==> src/rtl/bms_pkg.sv <==
// ----------------------------------------------------------------------------
// Bracket match scanner package
// Shared widths, codes, the request record between front and back, and the
// bracket pair lookup.
// ----------------------------------------------------------------------------
package bms_pkg;

    localparam int DEPTH_WIDTH = 16;
    localparam int CH_W        = 8;
    localparam int COL_W       = 16;
    localparam int ROW_W       = 20;
    localparam int QUEUE_DEPTH = 4;
    localparam int QPTR_W      = $clog2(QUEUE_DEPTH);
    localparam int QCNT_W      = $clog2(QUEUE_DEPTH + 1);

    localparam logic [CH_W-1:0]        ESC_RESET = 8'h5C;
    localparam logic [DEPTH_WIDTH-1:0] DEPTH_MAX = '1;

    // Input request kinds.
    typedef enum logic [1:0] {
        KIND_START = 2'd0,
        KIND_CHAR  = 2'd1,
        KIND_END   = 2'd2
    } kind_t;

    // Result status codes.
    typedef enum logic [1:0] {
        ST_SEARCHING = 2'd0,
        ST_FOUND     = 2'd1,
        ST_NO_MATCH  = 2'd2,
        ST_NO_OPEN   = 2'd3
    } status_t;

    // Operations handed from the front to the back.
    typedef enum logic [1:0] {
        OP_START   = 2'd0,
        OP_NO_OPEN = 2'd1,
        OP_CHAR    = 2'd2,
        OP_END     = 2'd3
    } op_code_t;

    typedef struct packed {
        op_code_t          code;
        logic [CH_W-1:0]   ch;
        logic [CH_W-1:0]   partner;
        logic              backward;
        logic [COL_W-1:0]  col;
        logic [ROW_W-1:0]  row;
    } op_t;

    typedef struct packed {
        logic            hit;
        logic            backward;
        logic [CH_W-1:0] partner;
    } bracket_t;

    // Closing brackets send the search toward the buffer start.
    function automatic bracket_t classify(input logic [CH_W-1:0] c);
        bracket_t r;
        r = '0;
        case (c)
            8'h7B: begin r.hit = 1'b1; r.backward = 1'b0; r.partner = 8'h7D; end
            8'h7D: begin r.hit = 1'b1; r.backward = 1'b1; r.partner = 8'h7B; end
            8'h28: begin r.hit = 1'b1; r.backward = 1'b0; r.partner = 8'h29; end
            8'h29: begin r.hit = 1'b1; r.backward = 1'b1; r.partner = 8'h28; end
            8'h5B: begin r.hit = 1'b1; r.backward = 1'b0; r.partner = 8'h5D; end
            8'h5D: begin r.hit = 1'b1; r.backward = 1'b1; r.partner = 8'h5B; end
            8'h60: begin r.hit = 1'b1; r.backward = 1'b0; r.partner = 8'h27; end
            8'h27: begin r.hit = 1'b1; r.backward = 1'b1; r.partner = 8'h60; end
            8'h3C: begin r.hit = 1'b1; r.backward = 1'b0; r.partner = 8'h3E; end
            8'h3E: begin r.hit = 1'b1; r.backward = 1'b1; r.partner = 8'h3C; end
            default: r = '0;
        endcase
        return r;
    endfunction

endpackage

==> src/rtl/bracket_match_scanner_core.sv <==
// ----------------------------------------------------------------------------
// Bracket match scanner core
// Finds the bracket matching a start bracket from a stream of characters.
// ----------------------------------------------------------------------------
// The core takes one request per clock cycle unless the queue is full, and
// produces at most one result per request. Requests are decoded in the
// front, placed in a four-entry queue, and executed by the back at one
// operation per cycle while its result register is free or being taken, a
// rate set by the single compare and depth counter update of the back.
// A request is written into the queue and then executed into the result
// register, from which its result is offered. The input stalls only when
// the queue is full, which happens only while the output is held off.
module bracket_match_scanner_core (
    input  logic        aclk,
    input  logic        aresetn,
    input  logic        cfg_wr_en,
    input  logic [7:0]  cfg_wr_data,   // escape_char
    input  logic        s_tvalid,
    output logic        s_tready,
    input  logic [55:0] s_tdata,       // ch[7:0], before_ch[15:8], col[31:16], row[51:32]
    input  logic [1:0]  s_tuser,       // kind[1:0]
    output logic        m_tvalid,
    input  logic        m_tready,
    output logic [39:0] m_tdata,       // backward[0], match_col[16:1], match_row[36:17]
    output logic [1:0]  m_tuser        // status[1:0]
);

    logic                          push;
    logic                          pop;
    logic                          full;
    logic                          empty;
    bms_pkg::op_t                  push_op;
    bms_pkg::op_t                  head;
    logic                          res_backward;
    logic [bms_pkg::COL_W-1:0]     res_col;
    logic [bms_pkg::ROW_W-1:0]     res_row;

    bms_front u_front (
        .aclk         (aclk),
        .aresetn      (aresetn),
        .cfg_wr_en    (cfg_wr_en),
        .cfg_wr_data  (cfg_wr_data),
        .in_valid     (s_tvalid),
        .in_kind      (s_tuser),
        .in_ch        (s_tdata[7:0]),
        .in_before_ch (s_tdata[15:8]),
        .in_col       (s_tdata[31:16]),
        .in_row       (s_tdata[51:32]),
        .queue_full   (full),
        .in_ready     (s_tready),
        .push         (push),
        .push_op      (push_op)
    );

    bms_queue u_queue (
        .aclk    (aclk),
        .aresetn (aresetn),
        .push    (push),
        .push_op (push_op),
        .pop     (pop),
        .full    (full),
        .empty   (empty),
        .head    (head)
    );

    bms_back u_back (
        .aclk         (aclk),
        .aresetn      (aresetn),
        .empty        (empty),
        .head         (head),
        .pop          (pop),
        .out_ready    (m_tready),
        .out_valid    (m_tvalid),
        .out_status   (m_tuser),
        .out_backward (res_backward),
        .out_col      (res_col),
        .out_row      (res_row)
    );

    assign m_tdata = {3'b000, res_row, res_col, res_backward};

endmodule

==> src/rtl/bms_front.sv <==
// ----------------------------------------------------------------------------
// Bracket match scanner front
// Holds the escape register, decodes each incoming request into an operation
// and drops requests that can never produce a result or change state.
// ----------------------------------------------------------------------------
module bms_front (
    input  logic                          aclk,
    input  logic                          aresetn,
    input  logic                          cfg_wr_en,
    input  logic [bms_pkg::CH_W-1:0]      cfg_wr_data,
    input  logic                          in_valid,
    input  logic [1:0]                    in_kind,
    input  logic [bms_pkg::CH_W-1:0]      in_ch,
    input  logic [bms_pkg::CH_W-1:0]      in_before_ch,
    input  logic [bms_pkg::COL_W-1:0]     in_col,
    input  logic [bms_pkg::ROW_W-1:0]     in_row,
    input  logic                          queue_full,
    output logic                          in_ready,
    output logic                          push,
    output bms_pkg::op_t                  push_op
);

    logic [bms_pkg::CH_W-1:0] esc_reg;
    logic [bms_pkg::CH_W-1:0] esc_next;
    logic                     escaped;
    logic                     keep;
    bms_pkg::bracket_t        cls;

    always_comb begin
        esc_next = cfg_wr_en ? cfg_wr_data : esc_reg;
    end

    always_ff @(posedge aclk) begin
        if (!aresetn) begin
            esc_reg <= bms_pkg::ESC_RESET;
        end else begin
            esc_reg <= esc_next;
        end
    end

    assign in_ready = !queue_full;
    assign escaped  = (in_col != '0) && (in_before_ch == esc_reg);
    assign cls      = bms_pkg::classify(in_ch);

    always_comb begin
        push_op          = '0;
        push_op.ch       = in_ch;
        push_op.col      = in_col;
        push_op.row      = in_row;
        push_op.code     = bms_pkg::OP_END;
        keep             = 1'b0;
        case (in_kind)
            bms_pkg::KIND_START: begin
                keep = 1'b1;
                if (cls.hit && !escaped) begin
                    push_op.code     = bms_pkg::OP_START;
                    push_op.partner  = cls.partner;
                    push_op.backward = cls.backward;
                end else begin
                    push_op.code = bms_pkg::OP_NO_OPEN;
                end
            end
            bms_pkg::KIND_CHAR: begin
                // An escaped character never counts, whatever the search state.
                keep         = !escaped;
                push_op.code = bms_pkg::OP_CHAR;
            end
            bms_pkg::KIND_END: begin
                keep         = 1'b1;
                push_op.code = bms_pkg::OP_END;
            end
            default: keep = 1'b0;
        endcase
    end

    assign push = in_valid && in_ready && keep;

endmodule

==> src/rtl/bms_queue.sv <==
// ----------------------------------------------------------------------------
// Bracket match scanner operation queue
// A short first-in first-out buffer that lets the front and back stall
// independently.
// ----------------------------------------------------------------------------
module bms_queue (
    input  logic         aclk,
    input  logic         aresetn,
    input  logic         push,
    input  bms_pkg::op_t push_op,
    input  logic         pop,
    output logic         full,
    output logic         empty,
    output bms_pkg::op_t head
);

    bms_pkg::op_t                  mem_reg [bms_pkg::QUEUE_DEPTH];
    logic [bms_pkg::QPTR_W-1:0]    wr_ptr_reg;
    logic [bms_pkg::QPTR_W-1:0]    wr_ptr_next;
    logic [bms_pkg::QPTR_W-1:0]    rd_ptr_reg;
    logic [bms_pkg::QPTR_W-1:0]    rd_ptr_next;
    logic [bms_pkg::QCNT_W-1:0]    count_reg;
    logic [bms_pkg::QCNT_W-1:0]    count_next;

    assign full  = (count_reg == bms_pkg::QCNT_W'(bms_pkg::QUEUE_DEPTH));
    assign empty = (count_reg == '0);
    assign head  = mem_reg[rd_ptr_reg];

    always_comb begin
        wr_ptr_next = push ? wr_ptr_reg + 1'b1 : wr_ptr_reg;
        rd_ptr_next = pop  ? rd_ptr_reg + 1'b1 : rd_ptr_reg;
        count_next  = count_reg;
        if (push && !pop) begin
            count_next = count_reg + 1'b1;
        end else if (pop && !push) begin
            count_next = count_reg - 1'b1;
        end
    end

    always_ff @(posedge aclk) begin
        if (push) begin
            mem_reg[wr_ptr_reg] <= push_op;
        end
    end

    always_ff @(posedge aclk) begin
        if (!aresetn) begin
            wr_ptr_reg <= '0;
            rd_ptr_reg <= '0;
            count_reg  <= '0;
        end else begin
            wr_ptr_reg <= wr_ptr_next;
            rd_ptr_reg <= rd_ptr_next;
            count_reg  <= count_next;
        end
    end

endmodule

==> src/rtl/bms_back.sv <==
// ----------------------------------------------------------------------------
// Bracket match scanner back
// Keeps the search state and nesting depth, executes queued operations and
// holds the result register for the output channel.
// ----------------------------------------------------------------------------
module bms_back (
    input  logic                              aclk,
    input  logic                              aresetn,
    input  logic                              empty,
    input  bms_pkg::op_t                      head,
    output logic                              pop,
    input  logic                              out_ready,
    output logic                              out_valid,
    output logic [1:0]                        out_status,
    output logic                              out_backward,
    output logic [bms_pkg::COL_W-1:0]         out_col,
    output logic [bms_pkg::ROW_W-1:0]         out_row
);

    logic                              searching_reg, searching_next;
    logic [bms_pkg::CH_W-1:0]          own_reg, own_next;
    logic [bms_pkg::CH_W-1:0]          partner_reg, partner_next;
    logic [bms_pkg::DEPTH_WIDTH-1:0]   depth_reg, depth_next, depth_dec;
    logic                              backward_reg, backward_next;

    logic                              valid_reg, valid_next;
    bms_pkg::status_t                  status_reg, status_next;
    logic                              rback_reg, rback_next;
    logic [bms_pkg::COL_W-1:0]         col_reg, col_next;
    logic [bms_pkg::ROW_W-1:0]         row_reg, row_next;
    logic                              emit;

    // The result register frees up in the same cycle it is taken.
    assign pop = !empty && (!valid_reg || out_ready);

    assign depth_dec = (depth_reg == '0) ? '0 : depth_reg - 1'b1;

    always_comb begin
        searching_next = searching_reg;
        own_next       = own_reg;
        partner_next   = partner_reg;
        depth_next     = depth_reg;
        backward_next  = backward_reg;
        emit           = 1'b0;
        status_next    = status_reg;
        rback_next     = rback_reg;
        col_next       = col_reg;
        row_next       = row_reg;
        if (pop) begin
            case (head.code)
                bms_pkg::OP_START: begin
                    searching_next = 1'b1;
                    own_next       = head.ch;
                    partner_next   = head.partner;
                    backward_next  = head.backward;
                    depth_next     = bms_pkg::DEPTH_WIDTH'(1);
                    emit           = 1'b1;
                    status_next    = bms_pkg::ST_SEARCHING;
                    rback_next     = head.backward;
                    col_next       = '0;
                    row_next       = '0;
                end
                bms_pkg::OP_NO_OPEN: begin
                    searching_next = 1'b0;
                    emit           = 1'b1;
                    status_next    = bms_pkg::ST_NO_OPEN;
                    rback_next     = 1'b0;
                    col_next       = '0;
                    row_next       = '0;
                end
                bms_pkg::OP_CHAR: begin
                    if (searching_reg) begin
                        if (head.ch == own_reg) begin
                            if (depth_reg != bms_pkg::DEPTH_MAX) begin
                                depth_next = depth_reg + 1'b1;
                            end
                        end else if (head.ch == partner_reg) begin
                            depth_next = depth_dec;
                            if (depth_dec == '0) begin
                                searching_next = 1'b0;
                                emit           = 1'b1;
                                status_next    = bms_pkg::ST_FOUND;
                                rback_next     = backward_reg;
                                col_next       = head.col;
                                row_next       = head.row;
                            end
                        end
                    end
                end
                bms_pkg::OP_END: begin
                    if (searching_reg) begin
                        searching_next = 1'b0;
                        emit           = 1'b1;
                        status_next    = bms_pkg::ST_NO_MATCH;
                        rback_next     = backward_reg;
                        col_next       = '0;
                        row_next       = '0;
                    end
                end
                default: emit = 1'b0;
            endcase
        end
        if (emit) begin
            valid_next = 1'b1;
        end else if (out_ready) begin
            valid_next = 1'b0;
        end else begin
            valid_next = valid_reg;
        end
    end

    always_ff @(posedge aclk) begin
        if (!aresetn) begin
            searching_reg <= 1'b0;
            own_reg       <= '0;
            partner_reg   <= '0;
            depth_reg     <= '0;
            backward_reg  <= 1'b0;
            valid_reg     <= 1'b0;
        end else begin
            searching_reg <= searching_next;
            own_reg       <= own_next;
            partner_reg   <= partner_next;
            depth_reg     <= depth_next;
            backward_reg  <= backward_next;
            valid_reg     <= valid_next;
        end
    end

    always_ff @(posedge aclk) begin
        status_reg <= status_next;
        rback_reg  <= rback_next;
        col_reg    <= col_next;
        row_reg    <= row_next;
    end

    assign out_valid    = valid_reg;
    assign out_status   = status_reg;
    assign out_backward = rback_reg;
    assign out_col      = col_reg;
    assign out_row      = row_reg;

    // A running search always has at least the start bracket open.
    a_depth_nonzero: assert property (@(posedge aclk) disable iff (!aresetn)
        searching_reg |-> (depth_reg != '0))
        else $error("search active with zero nesting depth");

    a_start_searches: assert property (@(posedge aclk) disable iff (!aresetn)
        (pop && (head.code == bms_pkg::OP_START)) |=>
            (searching_reg && valid_reg && (status_reg == bms_pkg::ST_SEARCHING)))
        else $error("start request did not open a search");

    a_position_only_found: assert property (@(posedge aclk) disable iff (!aresetn)
        (valid_reg && (status_reg != bms_pkg::ST_FOUND)) |->
            ((col_reg == '0) && (row_reg == '0)))
        else $error("position reported without a match");

    a_search_closes: assert property (@(posedge aclk) disable iff (!aresetn)
        (valid_reg && !$past(valid_reg && !out_ready) &&
            ((status_reg == bms_pkg::ST_FOUND) || (status_reg == bms_pkg::ST_NO_MATCH) ||
             (status_reg == bms_pkg::ST_NO_OPEN))) |-> !searching_reg)
        else $error("search still active after a closing result");

endmodule

==> config.mk <==
export PLATFORM = sky130hd
export DESIGN_NAME = bracket_match_scanner_core
export DESIGN_NICKNAME = d
export VERILOG_FILES = /design/src/rtl/bms_pkg.sv /design/src/rtl/bracket_match_scanner_core.sv /design/src/rtl/bms_front.sv /design/src/rtl/bms_queue.sv /design/src/rtl/bms_back.sv
export SDC_FILE = /design/constraint.sdc
export NUM_CORES = 1
export LEC_CHECK = 0
export ABC_AREA = 1
export BUFFER_PORTS_ARGS = -buffer_cell sky130_fd_sc_hd__buf_4
export CORE_MARGIN = 8
export CORE_UTILIZATION = 30
export CTS_CLUSTER_DIAMETER = 120
export DETAILED_ROUTE_END_ITERATION = 7
export GPL_TIMING_DRIVEN = 0
export PLACE_DENSITY = 0.48
export SETUP_SLACK_MARGIN = 0.15
export SLEW_MARGIN = 15
export SYNTH_ARGS = -nofsm -noshare
export SYNTH_HDL_FRONTEND = slang
export SYNTH_SLANG_ARGS = --single-unit
==> constraint.sdc <==
create_clock -name aclk -period 4.6 [get_ports aclk]
set_clock_uncertainty 0.05 [all_clocks]
set_input_delay 0.92 -clock aclk [delete_from_list [all_inputs] [get_ports aclk]]
set_output_delay 0.92 -clock aclk [all_outputs]
set_load 0.02 [all_outputs]
Word-level counts from Yosys, hierarchy flattened
Memory sizes are Yosys's and may differ from the RTL's. A register that Yosys moved wholly into a read port is not among the register bits.
Cells that the tools add are included.
- register bits: 89
- memory bits (writable): 220
- output and inout bits: 44
- memories: 1
- memory list (memory ; depth ; width ; read ports ; clocked after Yosys merged registers in ; wr ports ; RTL line ; text):
    u_queue.mem_reg ; 4 ; 55 ; 1 ; 1 ; 1 ; bms_queue.sv:17 ; bms_pkg::op_t mem_reg [bms_pkg::QUEUE_DEPTH];
- add/sub/neg operators: 6
- equal/unequal tests: 27
- multiplexer cells: 56
- reductions and logical operators: 29
- operators with widths (operator ; count):
    $mux W16 ; 10
    $mux W20 ; 5
    $pmux W10 S10 ; 1
    $pmux W20 S3 ; 1
    $pmux W16 S3 ; 1
    $eq A8 B6 Y1 const B ; 5
    $eq A8 B7 Y1 const B ; 5
    $logic_not A16 Y1 ; 2
    $pmux W16 S2 ; 1
    $eq A8 B8 Y1 ; 3
    $mux W1 ; 20
    $mux W9 ; 2
    $add A16 B1 Y16 const B ; 1
    $ne A16 B16 Y1 const B ; 1
    $reduce_bool A16 Y1 ; 1
    $sub A16 B1 Y16 const B ; 1
    $mux W2 ; 7
    $ne A2 B1 Y1 const B ; 4
    $pmux W2 S4 ; 1
    $logic_and A1 B1 Y1 ; 7
    $eq A2 B2 Y1 const B ; 3
    $logic_not A1 Y1 ; 6
    $mux W3 ; 2
    $pmux W1 S3 ; 2
    other kinds (19) ; 26

Logic depth before layout (Yosys ltp)
- depth after elaboration: 10
- mapped depth: 19
- depth with buffers taken out: 17

Cells and area by module
From an unflattened synthesis, not the netlist that was laid out.
- cells, all modules: 1353
- area total of the unflattened synthesis: 13894.6 um^2
- modules (own cells, without submodules) (module ; instances ; cells each ; area an instance (um^2) ; sequential area each (um^2)):
    bms_queue ; 1 ; 590 ; 8594.5 ; 6786.5
    bms_back ; 1 ; 563 ; 4125.2 ; 1871.8
    bms_front ; 1 ; 195 ; 1141.1 ; 160.2
    bracket_match_scanner_core ; 1 ; 5 ; 33.8 ; 0.0

Worst setup path after synthesis
No wires, ideal clock.
- path kind: in2reg
- from: input port s_tdata[14]
- to: memory u_queue.mem_reg[0][0] in the netlist's numbering, enable pin
- arrival time: 4.045 ns
- required time: 4.084 ns
- path slack: 0.039 ns
- stages: 9
- buffers on the path: 0
- path through: inv_1 or2_2 nand3_1 nor2_1 nand3_1 nand2_1 nand2_1 nand3_1 nor2_1
- word-level cells in the longest chain between the ends: 7
- RTL lines (element ; RTL line ; text):
    start, declared ; bracket_match_scanner_core.sv:20 ; input logic [55:0] s_tdata,
    $eq A8 B8 Y1 ; bms_front.sv:42 ; assign escaped = (in_col != '0) && (in_before_ch == esc_reg);
    $logic_and A1 B1 Y1 ; bms_front.sv:42 ;
    $logic_not A1 Y1 ; bms_front.sv:65 ; keep = !escaped;
    $pmux W1 S2 ; bms_front.sv:52 ; case (in_kind)
    $logic_and A1 B1 Y1 ; bms_front.sv:76 ; assign push = in_valid && in_ready && keep;
    $mux W1 ; bms_queue.sv:41 ; if (push) begin
    $mux W1 (not written as such) ; bms_queue.sv:42 ; mem_reg[wr_ptr_reg] <= push_op;
    end, declared ; bms_queue.sv:17 ;
No other way between the ends.

==> impl_metrics.env <==
export IMPL_internal_power_uw=6884
export IMPL_swShare_pct=41.05
export IMPL_die_x_um=227.0
export IMPL_drt_iter0_drc=577
export IMPL_power_frac_comb_pct=43.6
export IMPL_grt_overflow=0
export IMPL_power_density_nw_per_um2=714.3
export IMPL_clk_path_buf_depth=3
export IMPL_via_per_inst=4.583
export IMPL_ant_nets=0
export IMPL_hold_buffers=0
export IMPL_cts_buffers_inserted=35
export IMPL_p_clk_share_pct=23.3
export IMPL_worstMarginPinSlew_ns=0.7293
export IMPL_regToRegSetupSlack_ns=0.62
export IMPL_coreArea_um2=44120
export IMPL_drtPass1Iterations=5
export IMPL_fmax_ghz=0.2514
export IMPL_synth_xor_area_share_pct=1.050
export IMPL_final_area_um2=16350
export IMPL_totalPowerFinal_uw=11680
export IMPL_synth_area_um2=13350
export IMPL_place_area_um2=15210
export IMPL_grt_pass1_vias=9580
export IMPL_grt_use_total_pct=13.92
export IMPL_drc=0
export IMPL_rsz0062_at_grt="false"
export IMPL_synth_area_top_cells="edfxtp_1 (57%), dfxtp_1 (7.6%), nor2_1 (7.4%)"
export IMPL_dpl_hpwl_mm=24.50
export IMPL_ys_ff_latch=306
export IMPL_cp_arrival_ns=4.18
export IMPL_peakVddDrop_v=0.0003329
export IMPL_final_common_cell="nor2_1"
export IMPL_die_height_um=227.0
export IMPL_placementRows=77
export IMPL_wirelength_mm=35.78
export IMPL_dieArea_um2=51510
export IMPL_mostFrequentLayoutCells="nor2_1 (257), edfxtp_1 (255), nand2_1 (206)"
export IMPL_antenna_cells=0
export IMPL_yosysWarnings=0
export IMPL_worst_ep_required_time_ns=4.80
export IMPL_syn_inst=1318
export IMPL_vias=9588
export IMPL_post_route_util_pct=37.05
export IMPL_io_pins=115
export IMPL_synth_top_family_by_area="simple AND/OR/NAND/NOR gates"
export IMPL_maxCapViolCount=0
export IMPL_antenna_found_initial=1
export IMPL_p_switching_uw=4793
export IMPL_largest_reg_flops=216
export IMPL_area_growth_pct=22.44
export IMPL_grt_max_degree=28
export IMPL_clock_root_buffer="clkbuf_16"
export IMPL_cts_tree="yes"
export IMPL_seqPwrFrac_pct=33.0
export IMPL_io_buffers=105
export IMPL_worstPathMaxFanout=19
export IMPL_timing_slew_headroom_pct=51.26
export IMPL_synth_fa_ha_area_share_pct=1.274
export IMPL_path_class="flop to flop"
export IMPL_synth_mux_area_share_pct=0
export IMPL_grt_pass1_wl_mm=55.57
export IMPL_period_needed_ns=3.978
export IMPL_yosysTopAreaCell="edfxtp_1"
export IMPL_finalSetupViolations=0
export IMPL_drive_gt1_share_pct=15.33
export IMPL_wl_per_cell_um=17.10
export IMPL_final_hold_viol_count=0
export IMPL_cts_sinks=306
export IMPL_synth_avg_cell_area_um2=10.13
export IMPL_outcome="finished, final reports clean"
export IMPL_synth_compound_area_share_pct=9.662
export IMPL_gp_congestion=0.8701
export IMPL_cts_max_level=2
export IMPL_nets=1558
export IMPL_ys_types=40
export IMPL_synth_top_area_share_pct=57.35
export IMPL_yosysSeqAreaShare_pct=65.00
export IMPL_p_leak_uw=0.006138
export IMPL_min_period_over_period_pct=86.49
export IMPL_synthSimpleGateAreaFrac_pct=18.13
export IMPL_start_kind="flop"
export IMPL_initial_core_util_pct=30.26
export IMPL_maxSlewViolCount=0
export IMPL_clock_latency_ns=0.53
export IMPL_hp_class="flop to flop"
export IMPL_cts_clk_slew_worst_paths_ns=0.06
export IMPL_cp_end_kind="flop"
==> synth_stat cells <==
cell,n
nor2_1,262
edfxtp_1,255
nand2_1,206
o21ai_0,139
a21oi_1,91
inv_1,85
nand3_1,58
dfxtp_1,51
clkbuf_1,37
ha_1,12
nor3_1,12
xor2_1,12
nand3_2,10
buf_1,8
nand2_2,8
nand4_1,8
o22ai_1,7
buf_2,6
buf_4,6
nor4_1,6
o21ai_1,6
buf_6,5
xnor2_1,4
inv_2,3
a32oi_1,2
inv_6,2
nor2_2,2
o31ai_1,2
or2_2,2
a31oi_1,1
a32o_1,1
a41oi_1,1
and3_1,1
conb_1,1
fa_1,1
nand2_4,1
nand3b_1,1
nor3_2,1
nor3_4,1
o21bai_1,1
==> per-layer routing <==
metal / part of all wire [%] / track usage, % / vias to the layer above
met1: 47 / 18.33 / 4511
met4: 2.2 / 3.663 / 2
met5: 0.036 / 0 / -
met3: 4.8 / 2.924 / 53
met2: 46 / 23.15 / 192
li1: - / - / 4830
==> worst max-delay path, cell delays in order (launching register included) <==
cell and delay [ns]:
dfxtp_1 0.32, buf_6 0.16, buf_4 0.29, clkbuf_1 0.43, nand2_1 0.10, a32oi_1 0.43, inv_1 0.15, ha_1 0.28
inv_1 0.09, clkbuf_1 0.47, clkbuf_2 0.42, clkbuf_2 0.35, a21oi_1 0.13
==> power by group through the flow <==
stage | Combinational (uW) | Sequential (uW) | Clock, uW
after floorplan | 3180 | 4110 | 0
after detailed placement | 5100 | 3910 | 0
final | 5100 | 3850 | 2730
after global routing | 5810 | 3920 | 2900
after CTS | 5170 | 3860 | 2800
after global placement | 4990 | 3940 | 0
==> cells by family (layout without fill, tap and decap cells) <==
logic type	after synthesis	after routing
flops	306	306
xor+xnor	16	16
fa+ha+maj	13	13
compound gates	251	251
buf+inv	152	332
other cells	1	3
simple gates	579	579
==> path summary, 6_finish.rpt <==
path	from	end	cells after the start
worst max-delay path	flop	u_back.out_col[13]$_SDFFCE_PN0P_	12
worst min-delay path	u_queue.rd_ptr_reg[1]$_SDFFE_PN0P_	flop	2
worst max register to register	flop	u_back.out_col[13]$_SDFFCE_PN0P_	12
worst min register to register	u_queue.rd_ptr_reg[1]$_SDFFE_PN0P_	flop	2
==> area by class of cell <==
| type | count | area [um^2] |
|---|---|---|
| clock buffers | 40 | 915.9 |
| inverters | 90 | 347.8 |
| multi-input cells | 862 | 4070 |
| flip-flops and latches | 306 | 8678 |
| fillers | 4437 | 27780 |
| repair buffers | 119 | 1091 |
| well taps | 592 | 740.7 |
| clock inverters | 23 | 205.2 |
| plain buffers | 60 | 299.0 |
==> per-stage QoR <==
step / std cells / setup slack [ns] / hold slack [ns] / setup TNS, ns
2_1_floorplan: 1320 / 0.03900 / 0.3862 / 0
3_3_place_gp: 2017 / -3.248 / 0.4014 / -737.19
3_5_place_dp: 2028 / -0.4170 / 0.4072 / -14.68
4_1_cts: 2092 / 0.2829 / 0.4180 / 0
5_1_grt: 2092 / 0.2721 / 0.4335 / 0
6_report: 2092 / 0.6216 / 0.4138 / 0
==> timing repair <==
action / in CTS / in global routing
pin swaps: 1 / 0
setup buffers: 3 / 0
gates resized for setup: 3 / 4
endpoints found under the setup margin: 70 / 10
Power figures use the tool's default switching activity.
